==> src/ssp_pkg.sv <==
`timescale 1ns / 1ps
// ----------------------------------------------------------------------------
// ssp_pkg
// Shared types, codes and the state priority table of the status slot picker.
// ----------------------------------------------------------------------------
package ssp_pkg;

   // operation codes carried in the kind field
   localparam logic [2:0] KIND_SET   = 3'd0;
   localparam logic [2:0] KIND_CLEAR = 3'd1;
   localparam logic [2:0] KIND_TOP   = 3'd2;
   localparam logic [2:0] KIND_NEXT  = 3'd3;
   localparam logic [2:0] KIND_READ  = 3'd4;

   // slot state codes
   localparam logic [2:0] SLOT_IDLE      = 3'd0;
   localparam logic [2:0] SLOT_WORKING   = 3'd1;
   localparam logic [2:0] SLOT_NEEDS_YOU = 3'd2;
   localparam logic [2:0] SLOT_REVIEW    = 3'd3;
   localparam logic [2:0] SLOT_FAILED    = 3'd4;
   localparam logic [2:0] SLOT_CELEBRATE = 3'd5;

   localparam logic [2:0] SOURCE_MAX       = 3'd3;
   localparam logic [7:0] PROGRESS_MAX     = 8'd100;
   localparam logic [7:0] PROGRESS_UNKNOWN = 8'd255;
   localparam logic [8:0] PICK_NONE        = 9'h1FF;

   typedef enum logic [2:0] {
      ST_IDLE,
      ST_READ,
      ST_MOD,
      ST_SCAN,
      ST_DRAIN,
      ST_EMIT
   } fsm_type;

   typedef struct packed {
      logic [2:0]  source;
      logic [2:0]  state;
      logic [7:0]  progress;
      logic [47:0] stamp;
   } rec_type;

   typedef struct packed {
      logic    used;
      rec_type rec;
   } entry_type;

   // last field in the lowest bits
   typedef struct packed {
      logic [5:0]  pad;
      logic [8:0]  current_index;
      logic [47:0] now_time;
      logic [7:0]  progress_in;
      logic [2:0]  state_code;
      logic [2:0]  source_code;
      logic [7:0]  slot_index;
      logic [2:0]  kind;
   } req_type;

   typedef struct packed {
      logic [6:0]  pad;
      logic [47:0] out_time;
      logic [7:0]  out_progress;
      logic [2:0]  out_state;
      logic [2:0]  out_source;
      logic        out_used;
      logic [8:0]  picked_index;
      logic        accepted;
   } rsp_type;

   function automatic logic [2:0] state_rank(input logic [2:0] st);
      logic [2:0] r;
      case (st)
         SLOT_NEEDS_YOU: r = 3'd5;
         SLOT_FAILED:    r = 3'd4;
         SLOT_WORKING:   r = 3'd3;
         SLOT_REVIEW:    r = 3'd2;
         SLOT_CELEBRATE: r = 3'd1;
         default:        r = 3'd0;
      endcase
      return r;
   endfunction

endpackage

==> src/ssp_table.sv <==
`timescale 1ns / 1ps
// ----------------------------------------------------------------------------
// ssp_table
// Slot storage: one synchronous memory for the slot records and a used bit
// per slot in flops. A slot that is not used reads as all zero.
// ----------------------------------------------------------------------------
module ssp_table import ssp_pkg::*; #(
   parameter  int SLOTS = 8,
   localparam int IW    = $clog2(SLOTS)
) (
   input  logic          clock,
   input  logic          reset,
   input  logic          wr_en,
   input  logic          clr_en,
   input  logic [IW-1:0] wr_idx,
   input  rec_type       wr_rec,
   input  logic [IW-1:0] rd_idx,
   output entry_type     rd_ent
);

   rec_type            mem [SLOTS];
   rec_type            rd_rec_ff;
   logic               rd_used_ff;
   logic [SLOTS-1:0]   used_ff;
   logic [SLOTS-1:0]   used_in;

   always_ff @(posedge clock) begin
      if (wr_en) begin
         mem[wr_idx] <= wr_rec;
      end
      rd_rec_ff <= mem[rd_idx];
   end

   always_comb begin
      used_in = used_ff;
      if (wr_en) begin
         used_in[wr_idx] = 1'b1;
      end else if (clr_en) begin
         used_in[wr_idx] = 1'b0;
      end
   end

   always_ff @(posedge clock) begin
      if (reset) begin
         used_ff    <= '0;
         rd_used_ff <= 1'b0;
      end else begin
         used_ff    <= used_in;
         rd_used_ff <= used_ff[rd_idx];
      end
   end

   // gate stale records of unused slots
   assign rd_ent = rd_used_ff ? entry_type'{used: 1'b1, rec: rd_rec_ff} : '0;

endmodule

==> src/status_slot_priority_picker_top.sv <==
`timescale 1ns / 1ps
// ----------------------------------------------------------------------------
// status_slot_priority_picker_top
// Status slot table with set, clear, read, top-priority and round-robin pick.
// ----------------------------------------------------------------------------
// Usage:
//  - req_ carries one operation per beat; rsp_ returns exactly one beat for
//    each, in order.
//  - Set writes the slot record and clear drops its used bit in the accept
//    cycle; ST_EMIT then sends the response. Read adds one memory read.
//  - Top scans every slot through the single memory read port, one slot a
//    cycle. Next first reduces its start index modulo SLOTS with a
//    reciprocal multiply for the quotient, then a subtract for the remainder,
//    and then scans.
//  - One operation is in flight at a time; req_tready is high while the
//    block is idle, which includes while a finished response waits in the
//    output register.
//  - A stalled rsp_ holds its beat; a following operation completes into
//    an internal result register and waits there.
//  - Reset clears every slot to unused and zero within the reset cycle; no
//    clearing pass is needed.
// ----------------------------------------------------------------------------
module status_slot_priority_picker_top import ssp_pkg::*; #(
   parameter int SLOTS = 8
) (
   input  logic        clock,
   input  logic        reset,
   input  logic        req_tvalid,
   output logic        req_tready,
   // kind[2:0], slot_index[10:3], source_code[13:11], state_code[16:14],
   // progress_in[24:17], now_time[72:25], current_index[81:73], zero pad
   input  logic [87:0] req_tdata,
   output logic        rsp_tvalid,
   input  logic        rsp_tready,
   // accepted[0], picked_index[9:1], out_used[10], out_source[13:11],
   // out_state[16:14], out_progress[24:17], out_time[72:25], zero pad
   output logic [79:0] rsp_tdata
);

   localparam int IW    = $clog2(SLOTS);
   localparam int CW    = $clog2(SLOTS + 1);
   localparam int MW    = 10;
   localparam int RW    = MW + 1;
   localparam int SH    = MW + $clog2(SLOTS);
   localparam int BIAS  = ((256 + SLOTS - 1) / SLOTS) * SLOTS;
   // rounded-up reciprocal, exact quotient for every MW-bit start value
   localparam int RECIP = ((1 << SH) + SLOTS - 1) / SLOTS;

   req_type    req;
   rsp_type    rsp_ff, rsp_in;
   logic       rsp_valid_ff, rsp_valid_in;
   fsm_type    state_ff, state_in;

   logic [2:0]    kind_ff, kind_in;
   logic [8:0]    cur_ff, cur_in;
   logic          acc_ff, acc_in;
   entry_type     res_ff, res_in;
   logic          found_ff, found_in;
   logic [IW-1:0] best_idx_ff, best_idx_in;
   logic [2:0]    best_rank_ff, best_rank_in;
   logic [47:0]   best_time_ff, best_time_in;
   logic [IW-1:0] ptr_ff, ptr_in;
   logic [CW-1:0] cnt_ff, cnt_in;
   logic [MW-1:0] mod_ff, mod_in;
   logic [MW-1:0] quo_ff, quo_in;
   logic          step_ff, step_in;
   logic          chk_vld_ff, chk_vld_in;
   logic [IW-1:0] chk_idx_ff, chk_idx_in;

   logic          accept;
   logic          slot_ok;
   logic          set_ok;
   logic          out_free;
   logic          wr_en, clr_en;
   rec_type       wr_rec;
   logic [IW-1:0] rd_idx;
   entry_type     rd_ent;
   logic          active;
   logic          take;
   logic [2:0]    rank;
   logic [MW+RW-1:0] quo_prod;
   logic [MW+RW-1:0] quo_shift;
   logic [MW-1:0] rem_val;
   logic [10:0]   start_sum;
   logic [7:0]    prog_fix;

   assign req        = req_type'(req_tdata);
   assign req_tready = (state_ff == ST_IDLE);
   assign accept     = req_tvalid && req_tready;
   assign slot_ok    = (req.slot_index < 8'(SLOTS));
   assign set_ok     = slot_ok && (req.state_code <= SLOT_CELEBRATE)
                       && (req.source_code <= SOURCE_MAX);
   assign out_free   = !rsp_valid_ff || rsp_tready;
   assign prog_fix   = (req.progress_in > PROGRESS_MAX) ? PROGRESS_UNKNOWN
                                                         : req.progress_in;
   assign wr_rec     = rec_type'{source: req.source_code, state: req.state_code,
                                 progress: prog_fix, stamp: req.now_time};
   assign wr_en      = accept && (req.kind == KIND_SET) && set_ok;
   assign clr_en     = accept && (req.kind == KIND_CLEAR) && slot_ok;

   ssp_table #(.SLOTS(SLOTS)) u_table (
      .clock  (clock),
      .reset  (reset),
      .wr_en  (wr_en),
      .clr_en (clr_en),
      .wr_idx (req.slot_index[IW-1:0]),
      .wr_rec (wr_rec),
      .rd_idx (rd_idx),
      .rd_ent (rd_ent)
   );

   // start of next query, biased nonnegative before the modulo
   assign start_sum = $signed({{2{req.current_index[8]}}, req.current_index})
                      + 11'sd1 + 11'(BIAS);
   assign quo_prod  = mod_ff * RW'(RECIP);
   assign quo_shift = quo_prod >> SH;
   assign rem_val   = mod_ff - quo_ff * MW'(SLOTS);

   // candidate check on the slot read in the previous cycle
   assign rank   = state_rank(rd_ent.rec.state);
   assign active = chk_vld_ff && rd_ent.used && (rd_ent.rec.state != SLOT_IDLE);
   always_comb begin
      if (kind_ff == KIND_TOP) begin
         take = active && (!found_ff || (rank > best_rank_ff)
                || ((rank == best_rank_ff) && (rd_ent.rec.stamp >= best_time_ff)));
      end else begin
         take = active && !found_ff;
      end
   end

   always_comb begin
      state_in     = state_ff;
      kind_in      = kind_ff;
      cur_in       = cur_ff;
      acc_in       = acc_ff;
      res_in       = res_ff;
      found_in     = found_ff;
      best_idx_in  = best_idx_ff;
      best_rank_in = best_rank_ff;
      best_time_in = best_time_ff;
      ptr_in       = ptr_ff;
      cnt_in       = cnt_ff;
      mod_in       = mod_ff;
      quo_in       = quo_ff;
      step_in      = step_ff;
      chk_vld_in   = 1'b0;
      chk_idx_in   = chk_idx_ff;
      rd_idx       = req.slot_index[IW-1:0];
      rsp_in       = rsp_ff;
      rsp_valid_in = rsp_valid_ff && !rsp_tready;

      if (take) begin
         found_in     = 1'b1;
         best_idx_in  = chk_idx_ff;
         best_rank_in = rank;
         best_time_in = rd_ent.rec.stamp;
      end

      case (state_ff)
         ST_IDLE: begin
            if (accept) begin
               kind_in      = req.kind;
               cur_in       = req.current_index;
               res_in       = '0;
               found_in     = 1'b0;
               best_idx_in  = '0;
               best_rank_in = '0;
               best_time_in = '0;
               ptr_in       = '0;
               cnt_in       = '0;
               case (req.kind)
                  KIND_SET: begin
                     acc_in   = set_ok;
                     state_in = ST_EMIT;
                  end
                  KIND_CLEAR: begin
                     acc_in   = slot_ok;
                     state_in = ST_EMIT;
                  end
                  KIND_TOP: begin
                     acc_in   = 1'b1;
                     state_in = ST_SCAN;
                  end
                  KIND_NEXT: begin
                     acc_in   = 1'b1;
                     mod_in   = start_sum[MW-1:0];
                     step_in  = 1'b1;
                     state_in = ST_MOD;
                  end
                  KIND_READ: begin
                     acc_in   = slot_ok;
                     state_in = slot_ok ? ST_READ : ST_EMIT;
                  end
                  default: begin
                     acc_in   = 1'b0;
                     state_in = ST_EMIT;
                  end
               endcase
            end
         end
         ST_READ: begin
            res_in   = rd_ent;
            state_in = ST_EMIT;
         end
         ST_MOD: begin
            // quotient first, then the remainder from it
            if (step_ff) begin
               quo_in  = quo_shift[MW-1:0];
               step_in = 1'b0;
            end else begin
               ptr_in   = rem_val[IW-1:0];
               state_in = ST_SCAN;
            end
         end
         ST_SCAN: begin
            rd_idx     = ptr_ff;
            chk_vld_in = 1'b1;
            chk_idx_in = ptr_ff;
            ptr_in     = (ptr_ff == IW'(SLOTS - 1)) ? '0 : ptr_ff + 1'b1;
            cnt_in     = cnt_ff + 1'b1;
            if (cnt_ff == CW'(SLOTS - 1)) begin
               state_in = ST_DRAIN;
            end
         end
         ST_DRAIN: begin
            state_in = ST_EMIT;
         end
         ST_EMIT: begin
            if (out_free) begin
               rsp_in              = '0;
               rsp_in.accepted     = acc_ff;
               rsp_in.out_used     = res_ff.used;
               rsp_in.out_source   = res_ff.rec.source;
               rsp_in.out_state    = res_ff.rec.state;
               rsp_in.out_progress = res_ff.rec.progress;
               rsp_in.out_time     = res_ff.rec.stamp;
               if (kind_ff == KIND_TOP) begin
                  rsp_in.picked_index = found_ff ? 9'(best_idx_ff) : PICK_NONE;
               end else if (kind_ff == KIND_NEXT) begin
                  rsp_in.picked_index = found_ff ? 9'(best_idx_ff) : cur_ff;
               end
               rsp_valid_in = 1'b1;
               state_in     = ST_IDLE;
            end
         end
         default: begin
            state_in = ST_IDLE;
         end
      endcase
   end

   always_ff @(posedge clock) begin
      if (reset) begin
         state_ff     <= ST_IDLE;
         rsp_valid_ff <= 1'b0;
         chk_vld_ff   <= 1'b0;
         found_ff     <= 1'b0;
         kind_ff      <= '0;
         cnt_ff       <= '0;
         step_ff      <= 1'b0;
      end else begin
         state_ff     <= state_in;
         rsp_valid_ff <= rsp_valid_in;
         chk_vld_ff   <= chk_vld_in;
         found_ff     <= found_in;
         kind_ff      <= kind_in;
         cnt_ff       <= cnt_in;
         step_ff      <= step_in;
      end
   end

   always_ff @(posedge clock) begin
      cur_ff       <= cur_in;
      acc_ff       <= acc_in;
      res_ff       <= res_in;
      best_idx_ff  <= best_idx_in;
      best_rank_ff <= best_rank_in;
      best_time_ff <= best_time_in;
      ptr_ff       <= ptr_in;
      mod_ff       <= mod_in;
      quo_ff       <= quo_in;
      chk_idx_ff   <= chk_idx_in;
      rsp_ff       <= rsp_in;
   end

   assign rsp_tvalid = rsp_valid_ff;
   assign rsp_tdata  = 80'(rsp_ff);

endmodule

==> config.mk <==
export PLATFORM = sky130hd
export DESIGN_NAME = status_slot_priority_picker_top
export DESIGN_NICKNAME = d
export VERILOG_FILES = /design/src/ssp_pkg.sv /design/src/ssp_table.sv /design/src/status_slot_priority_picker_top.sv
export SDC_FILE = /design/constraint.sdc
export NUM_CORES = 1
export LEC_CHECK = 0
export BUFFER_PORTS_ARGS = -buffer_cell sky130_fd_sc_hd__buf_4
export CAP_MARGIN = 20
export CORE_ASPECT_RATIO = 1.4
export CORE_MARGIN = 5
export CORE_UTILIZATION = 35
export DETAILED_ROUTE_END_ITERATION = 7
export SLEW_MARGIN = 5
export SYNTH_ARGS = -nofsm -noshare
export SYNTH_HDL_FRONTEND = slang
export SYNTH_SLANG_ARGS = --single-unit
==> constraint.sdc <==
create_clock -name clock -period 15.3 [get_ports clock]
set_clock_uncertainty 0.2 [all_clocks]
set_input_delay 0.765 -clock clock [delete_from_list [all_inputs] [get_ports clock]]
set_output_delay 0.765 -clock clock [all_outputs]
set_load 0.02 [all_outputs]
Yosys cells after proc, flatten, opt, wreduce, memory -nomap -nowiden
Memories as Yosys holds them, arrays and structs flattened. A register that Yosys moved wholly into a read port is not among the register bits.
Cells that the tools add are included.
Widths: inputs -> output; s select.
{"block": "word_totals", "reg_bits": 232, "ramBits": 496, "input_bits": 92, "output_inout_bits": 82, "word_cells": 161, "memories": 1}
{"memory": "u_table.mem", "words": 8, "width": 62, "rd": 1, "rd_ports_with_merged_regs": 1, "wr": 1, "line": "ssp_table.sv:21", "text": "rec_type mem [SLOTS];"}
{"block": "op_classes", "add_sub_neg": 5, "order_cmp": 9, "eq_ne": 24, "mux": 51, "n_bitwise": 3, "reduce_logical": 39}
{"cell": "$mux 48", "n": 3}
{"cell": "$mux 63", "n": 2}
{"cell": "$pmux 63 s2", "n": 1}
{"cell": "$ge 48x48->1", "n": 1}
{"cell": "$mux 3", "n": 15}
{"cell": "$mux 9", "n": 4}
{"cell": "$pmux 3 s5", "n": 2}
{"cell": "$eq 3x2->1 const B", "n": 8}
{"cell": "$mux 8", "n": 3}
{"cell": "$eq 3x3->1 const B", "n": 6}
{"cell": "$pmux 3 s3", "n": 2}
{"cell": "$logic_and 1x1->1", "n": 14}
{"cell": "$mux 1", "n": 13}
{"cell": "$eq 3x1->1 const B", "n": 3}
{"cell": "$reduce_and 3->1", "n": 3}
{"cell": "$and 8x8->8", "n": 1}
{"cell": "$gt 8x7->1 const B", "n": 1}
{"cell": "$lt 3x4->1 const B", "n": 2}
{"cell": "$lt 8x4->1 const B", "n": 1}
{"cell": "$not 8->8", "n": 1}
{"cell": "$or 8x8->8", "n": 1}
{"cell": "$pmux 4 s2", "n": 1}
{"cell": "$reduce_and 2->1", "n": 4}
{"cell": "$reduce_bool 2->1", "n": 4}
{"cell": "other kinds (23)", "n": 35}

Depth between registers and ports, before layout
{"block": "logic_depth", "depth_word": 11, "depth_mapped": 13, "mapped_depth_nobuf": 10}

Hierarchy
Synthesis repeated with hierarchy kept, for this count alone.
{"block": "unflattened", "hier_cells": 1721, "hier_area_um2": 30633.1}
{"mod": "ssp_table", "n_inst": 1, "cells_per_inst": 909, "area_per_inst_um2": 20798.7, "seq_area_each_um2": 16315.6}
{"mod": "status_slot_priority_picker_top", "n_inst": 1, "cells_per_inst": 812, "area_per_inst_um2": 9834.4, "seq_area_each_um2": 6015.8}

Worst setup path before layout
No wires, ideal clock.
{"block": "synth_timing", "path_type": "register to register", "start": "reg state_ff[2]", "end": "mem u_table.mem[2][0] (netlist bit) (enable)", "setup_time_ns": 0.560, "arrival_time_ns": 5.861, "required_ns": 14.540, "slack_ns": 8.679, "path_stages_with_launch": 6, "n_path_buf": 0, "synth_period_minus_slack_ns": 6.621, "cell_sequence": "dfxtp_1 nor3_1 nand2_1 nor3_1 nand2_1 nor3_1"}
{"block": "synth_between", "elab_chain_len": 6}
{"element": "from (decl)", "line": "status_slot_priority_picker_top.sv:52", "text": "fsm_type state_ff, state_in;"}
{"element": "from (signal assigned)", "line": "status_slot_priority_picker_top.sv:262", "text": "state_ff <= state_in;"}
{"element": "$logic_not 3->1", "line": "status_slot_priority_picker_top.sv:88", "text": "assign req_tready = (state_ff == ST_IDLE);"}
{"element": "named net req_tready", "line": "status_slot_priority_picker_top.sv:29", "text": "output logic req_tready,"}
{"element": "$logic_and 1x1->1", "line": "status_slot_priority_picker_top.sv:89", "text": "assign accept = req_tvalid && req_tready;"}
{"element": "$logic_and 1x1->1 (2 in series)", "line": "status_slot_priority_picker_top.sv:98", "text": "assign wr_en = accept && (req.kind == KIND_SET) && set_ok;"}
{"element": "$mux 1", "line": "ssp_table.sv:28", "text": "if (wr_en) begin"}
{"element": "$mux 1 (not written as such)", "line": "ssp_table.sv:29", "text": "mem[wr_idx] <= wr_rec;"}
{"element": "to (decl)", "line": "ssp_table.sv:21"}
The timed path passes the listed nets, and every way through them passes these cells.

Worst setup path after layout
{"block": "layout_timing", "start": "reg state_ff[0]", "end": "reg, netlist name u_table.rd_rec_ff[39]"}
{"block": "layout_between", "elab_chain_len": 2}
{"element": "$eq 3x2->1", "line": "status_slot_priority_picker_top.sv:159", "text": "case (state_ff)"}
{"element": "$mux 3", "line": "status_slot_priority_picker_top.sv:159"}
No other way between the ends.
A chain may end at the register's enable or synchronous reset.

==> results.cfg <==
[timing]
grt_setup_unrepaired = false
maxSlewViolCount = 0
worst_pin_slew_ns = 1.02
min_period_ns = 4.92
setup_violations = 0
hold_violations = 0
fmax_mhz = 203
setup_tns_ns = 0
max_slew_margin_pct = 32.2
final.period_utilization_pct = 32.2

[floorplanning]
die_w_um = 259
chipHeight_um = 358
core_area_um2 = 85800
placement_rows = 127
initial_core_util_pct = 35.3
dieArea_um2 = 92500
io_pins = 174

[synth]
ys_seq_elements = 790
yosysWarningCount = 0
synthArstFlopShare_pct = 0
yosysSeqAreaShare_pct = 73.8
synth_area_per_cell_um2 = 17.8
synth_edf_count = 651
synth_cells = 1697
ys_types = 52
synth.cell_area_um2 = 30300
synth-main-ff-cell = edfxtp_1

[global_route]
grt_pass1_vias = 15600
grt-ovfl-total = 0
grt-busiest-layer = met2
track_usage_pct = 13.5
gr-usage-met1_pct = 16.7
grt_max_degree = 127
grt_antenna_before_repair = 9
grtUsageMet3_pct = 3.25
use_met2_pct = 23.6
grt_pass1_wl_mm = 95.4

[worst_hold_path]
min_path_type = input pin to flop
hold_path_depth = 1

[cts]
post_cts_buffers = 0
clockBufferDepth = 3
cts-root-buf = clkbuf_16
hold_buffers = 0
htreeDepth = 3
clk_latency_ns = 0.64
cts_buffers = 73
cts_tree = done
path_clk_slew_ns = 0.07
cts_sinks = 790
ctsResizeCount = 0

[power_and_ir_drop]
p_leak_nw = 11.9
power.total_mw = 4.51
irDropWorstVdd_mv = 0.0741
power_density_nw_per_um2 = 129

[cells_and_area]
final_common_cell = edfxtp_1
fin_util_pct = 40.9
final_cell_mix = edfxtp_1 (651), buf_4 (182), nand2_1 (147)
fin_area_um2 = 35100
final_cells = 3046
final_nets = 2031
fill_cells = 7627
drive_above_1_share_pct = 25.7
syn2layout_area_growth_pct = 15.8

[routing]
vias = 14600
ant_nets = 0
drt-vias-per-instance = 4.81
drc = 0
drtPass1Iterations = 7
avgRoutedWirePerCell_um = 20.5
routed_wirelength_mm = 62.3
drtIter0Drc = 908

[critical_path]
crit_type = flop to flop
rr_worst_depth = 8
required_ns = 15.60
worst-path-max-fanout = 44
cp-start-kind = flop
end_kind = flop
critPathArrivalTime_ns = 5.22

[placement]
post_dp_cell_area_um2 = 32600
post-dp-hpwl_mm = 36.6
place_congestion = 0.722
io_buffer_count = 160
placed_cells_incl_taps = 2905

[run]
drv_cap = 0

[outcome]
status = complete, no violations
-- state kept, by name, indices dropped and copies added, names as in the netlist, named ones only --
name                count
acc_ff                  1
cur_ff                  9
best_time_ff           48
rsp_tdata              73
cnt_ff                  4
res_ff                 63
found_ff                1
rsp_tvalid              1
chk_vld_ff              1
best_idx_ff             3
mod_ff                  3
state_ff                3
u_table.mem           496
best_rank_ff            3
u_table.rd_rec_ff      62
chk_idx_ff              3
u_table.rd_used_ff      1
kind_ff                 3
ptr_ff                  3
step_ff                 1
-- routing by layer --
metal	up-vias	share of wire (%)
met2	281	51
met3	86	5.3
met5	-	0.087
met4	8	2.1
met1	7447	42
li1	6816	-
-- final cells by class --
cell class	instances	area, um2	area share, %
multi-input cells	763	7280	20.8
clock inverters	32	373	1.06
repair buffers	183	1390	3.95
inverters	73	277	0.789
diodes	5	12.5	0.0357
flip-flops and latches	790	22300	63.7
clock buffers	104	2020	5.77
well taps	1096	1370	3.91
-- through the flow --
step           hold slack, ns  setup WS (ns)
2_1_floorplan           0.200           8.68
3_3_place_gp            0.203          10.28
3_5_place_dp            0.205          10.22
4_1_cts                0.0699          10.19
5_1_grt                0.0853           9.88
6_report                0.113          10.38
-- synth_stat cells, types with 14 or more instances --
cell type  number  area [um2]
dfxtp_1       139        2780
inv_1          71         267
mux4_2        126        2840
a21oi_1        48         240
edfxtp_1      651       19500
o21ai_0        21         105
nand2_1       148         556
nor2_1         27         101
buf_2          14        70.1
mux2_2         63         709
and2_1        111         694
mux2i_1        60         601
clkbuf_1       44         165
ha_1           55         688
nand2b_1       16         100
-- cell families (layout without fill, tap and decap cells) --
logic type	count (synthesis)	after routing	share of synthesized area, %
compound gates	100	100	1.91
fa+ha+maj	55	55	2.27
xor+xnor	2	2	0.0579
mux	250	250	13.7
buf+inv	150	392	2.43
simple gates	349	349	5.78
other cells	1	12	0.0124
flops	790	790	73.8
-- critical path, stage by stage, from the launching register on --
cell	delay, ns
dfxtp_1	0.63
nand3_4	0.20
inv_4	0.20
mux2i_4	0.24
buf_4	0.72
buf_4	0.81
buf_4	0.83
mux4_2	0.60
mux2_2	0.28
-- power breakdown --
group          leakage, nW  total (mW)  internal, mW  switching (mW)
logic                 3.68       0.255         0.103           0.152
clock network         1.17        1.81          1.02           0.789
registers             7.08        2.44          2.41          0.0378
-- worst paths after layout --
check                                       end  slack, ns                      from
hold / removal              cur_ff[6]$_DFFE_PP_       0.11             req_tdata[79]
hold reg to reg         rsp_tdata[62]$_DFFE_PP_       0.21  res_ff[37]$_SDFFCE_PN0P_
setup / recovery  u_table.rd_rec_ff[39]$_DFF_P_      10.38  state_ff[0]$_SDFFE_PP0P_
setup reg to reg  u_table.rd_rec_ff[39]$_DFF_P_      10.38  state_ff[0]$_SDFFE_PP0P_
No activity file was read; power rests on OpenSTA's default activity.
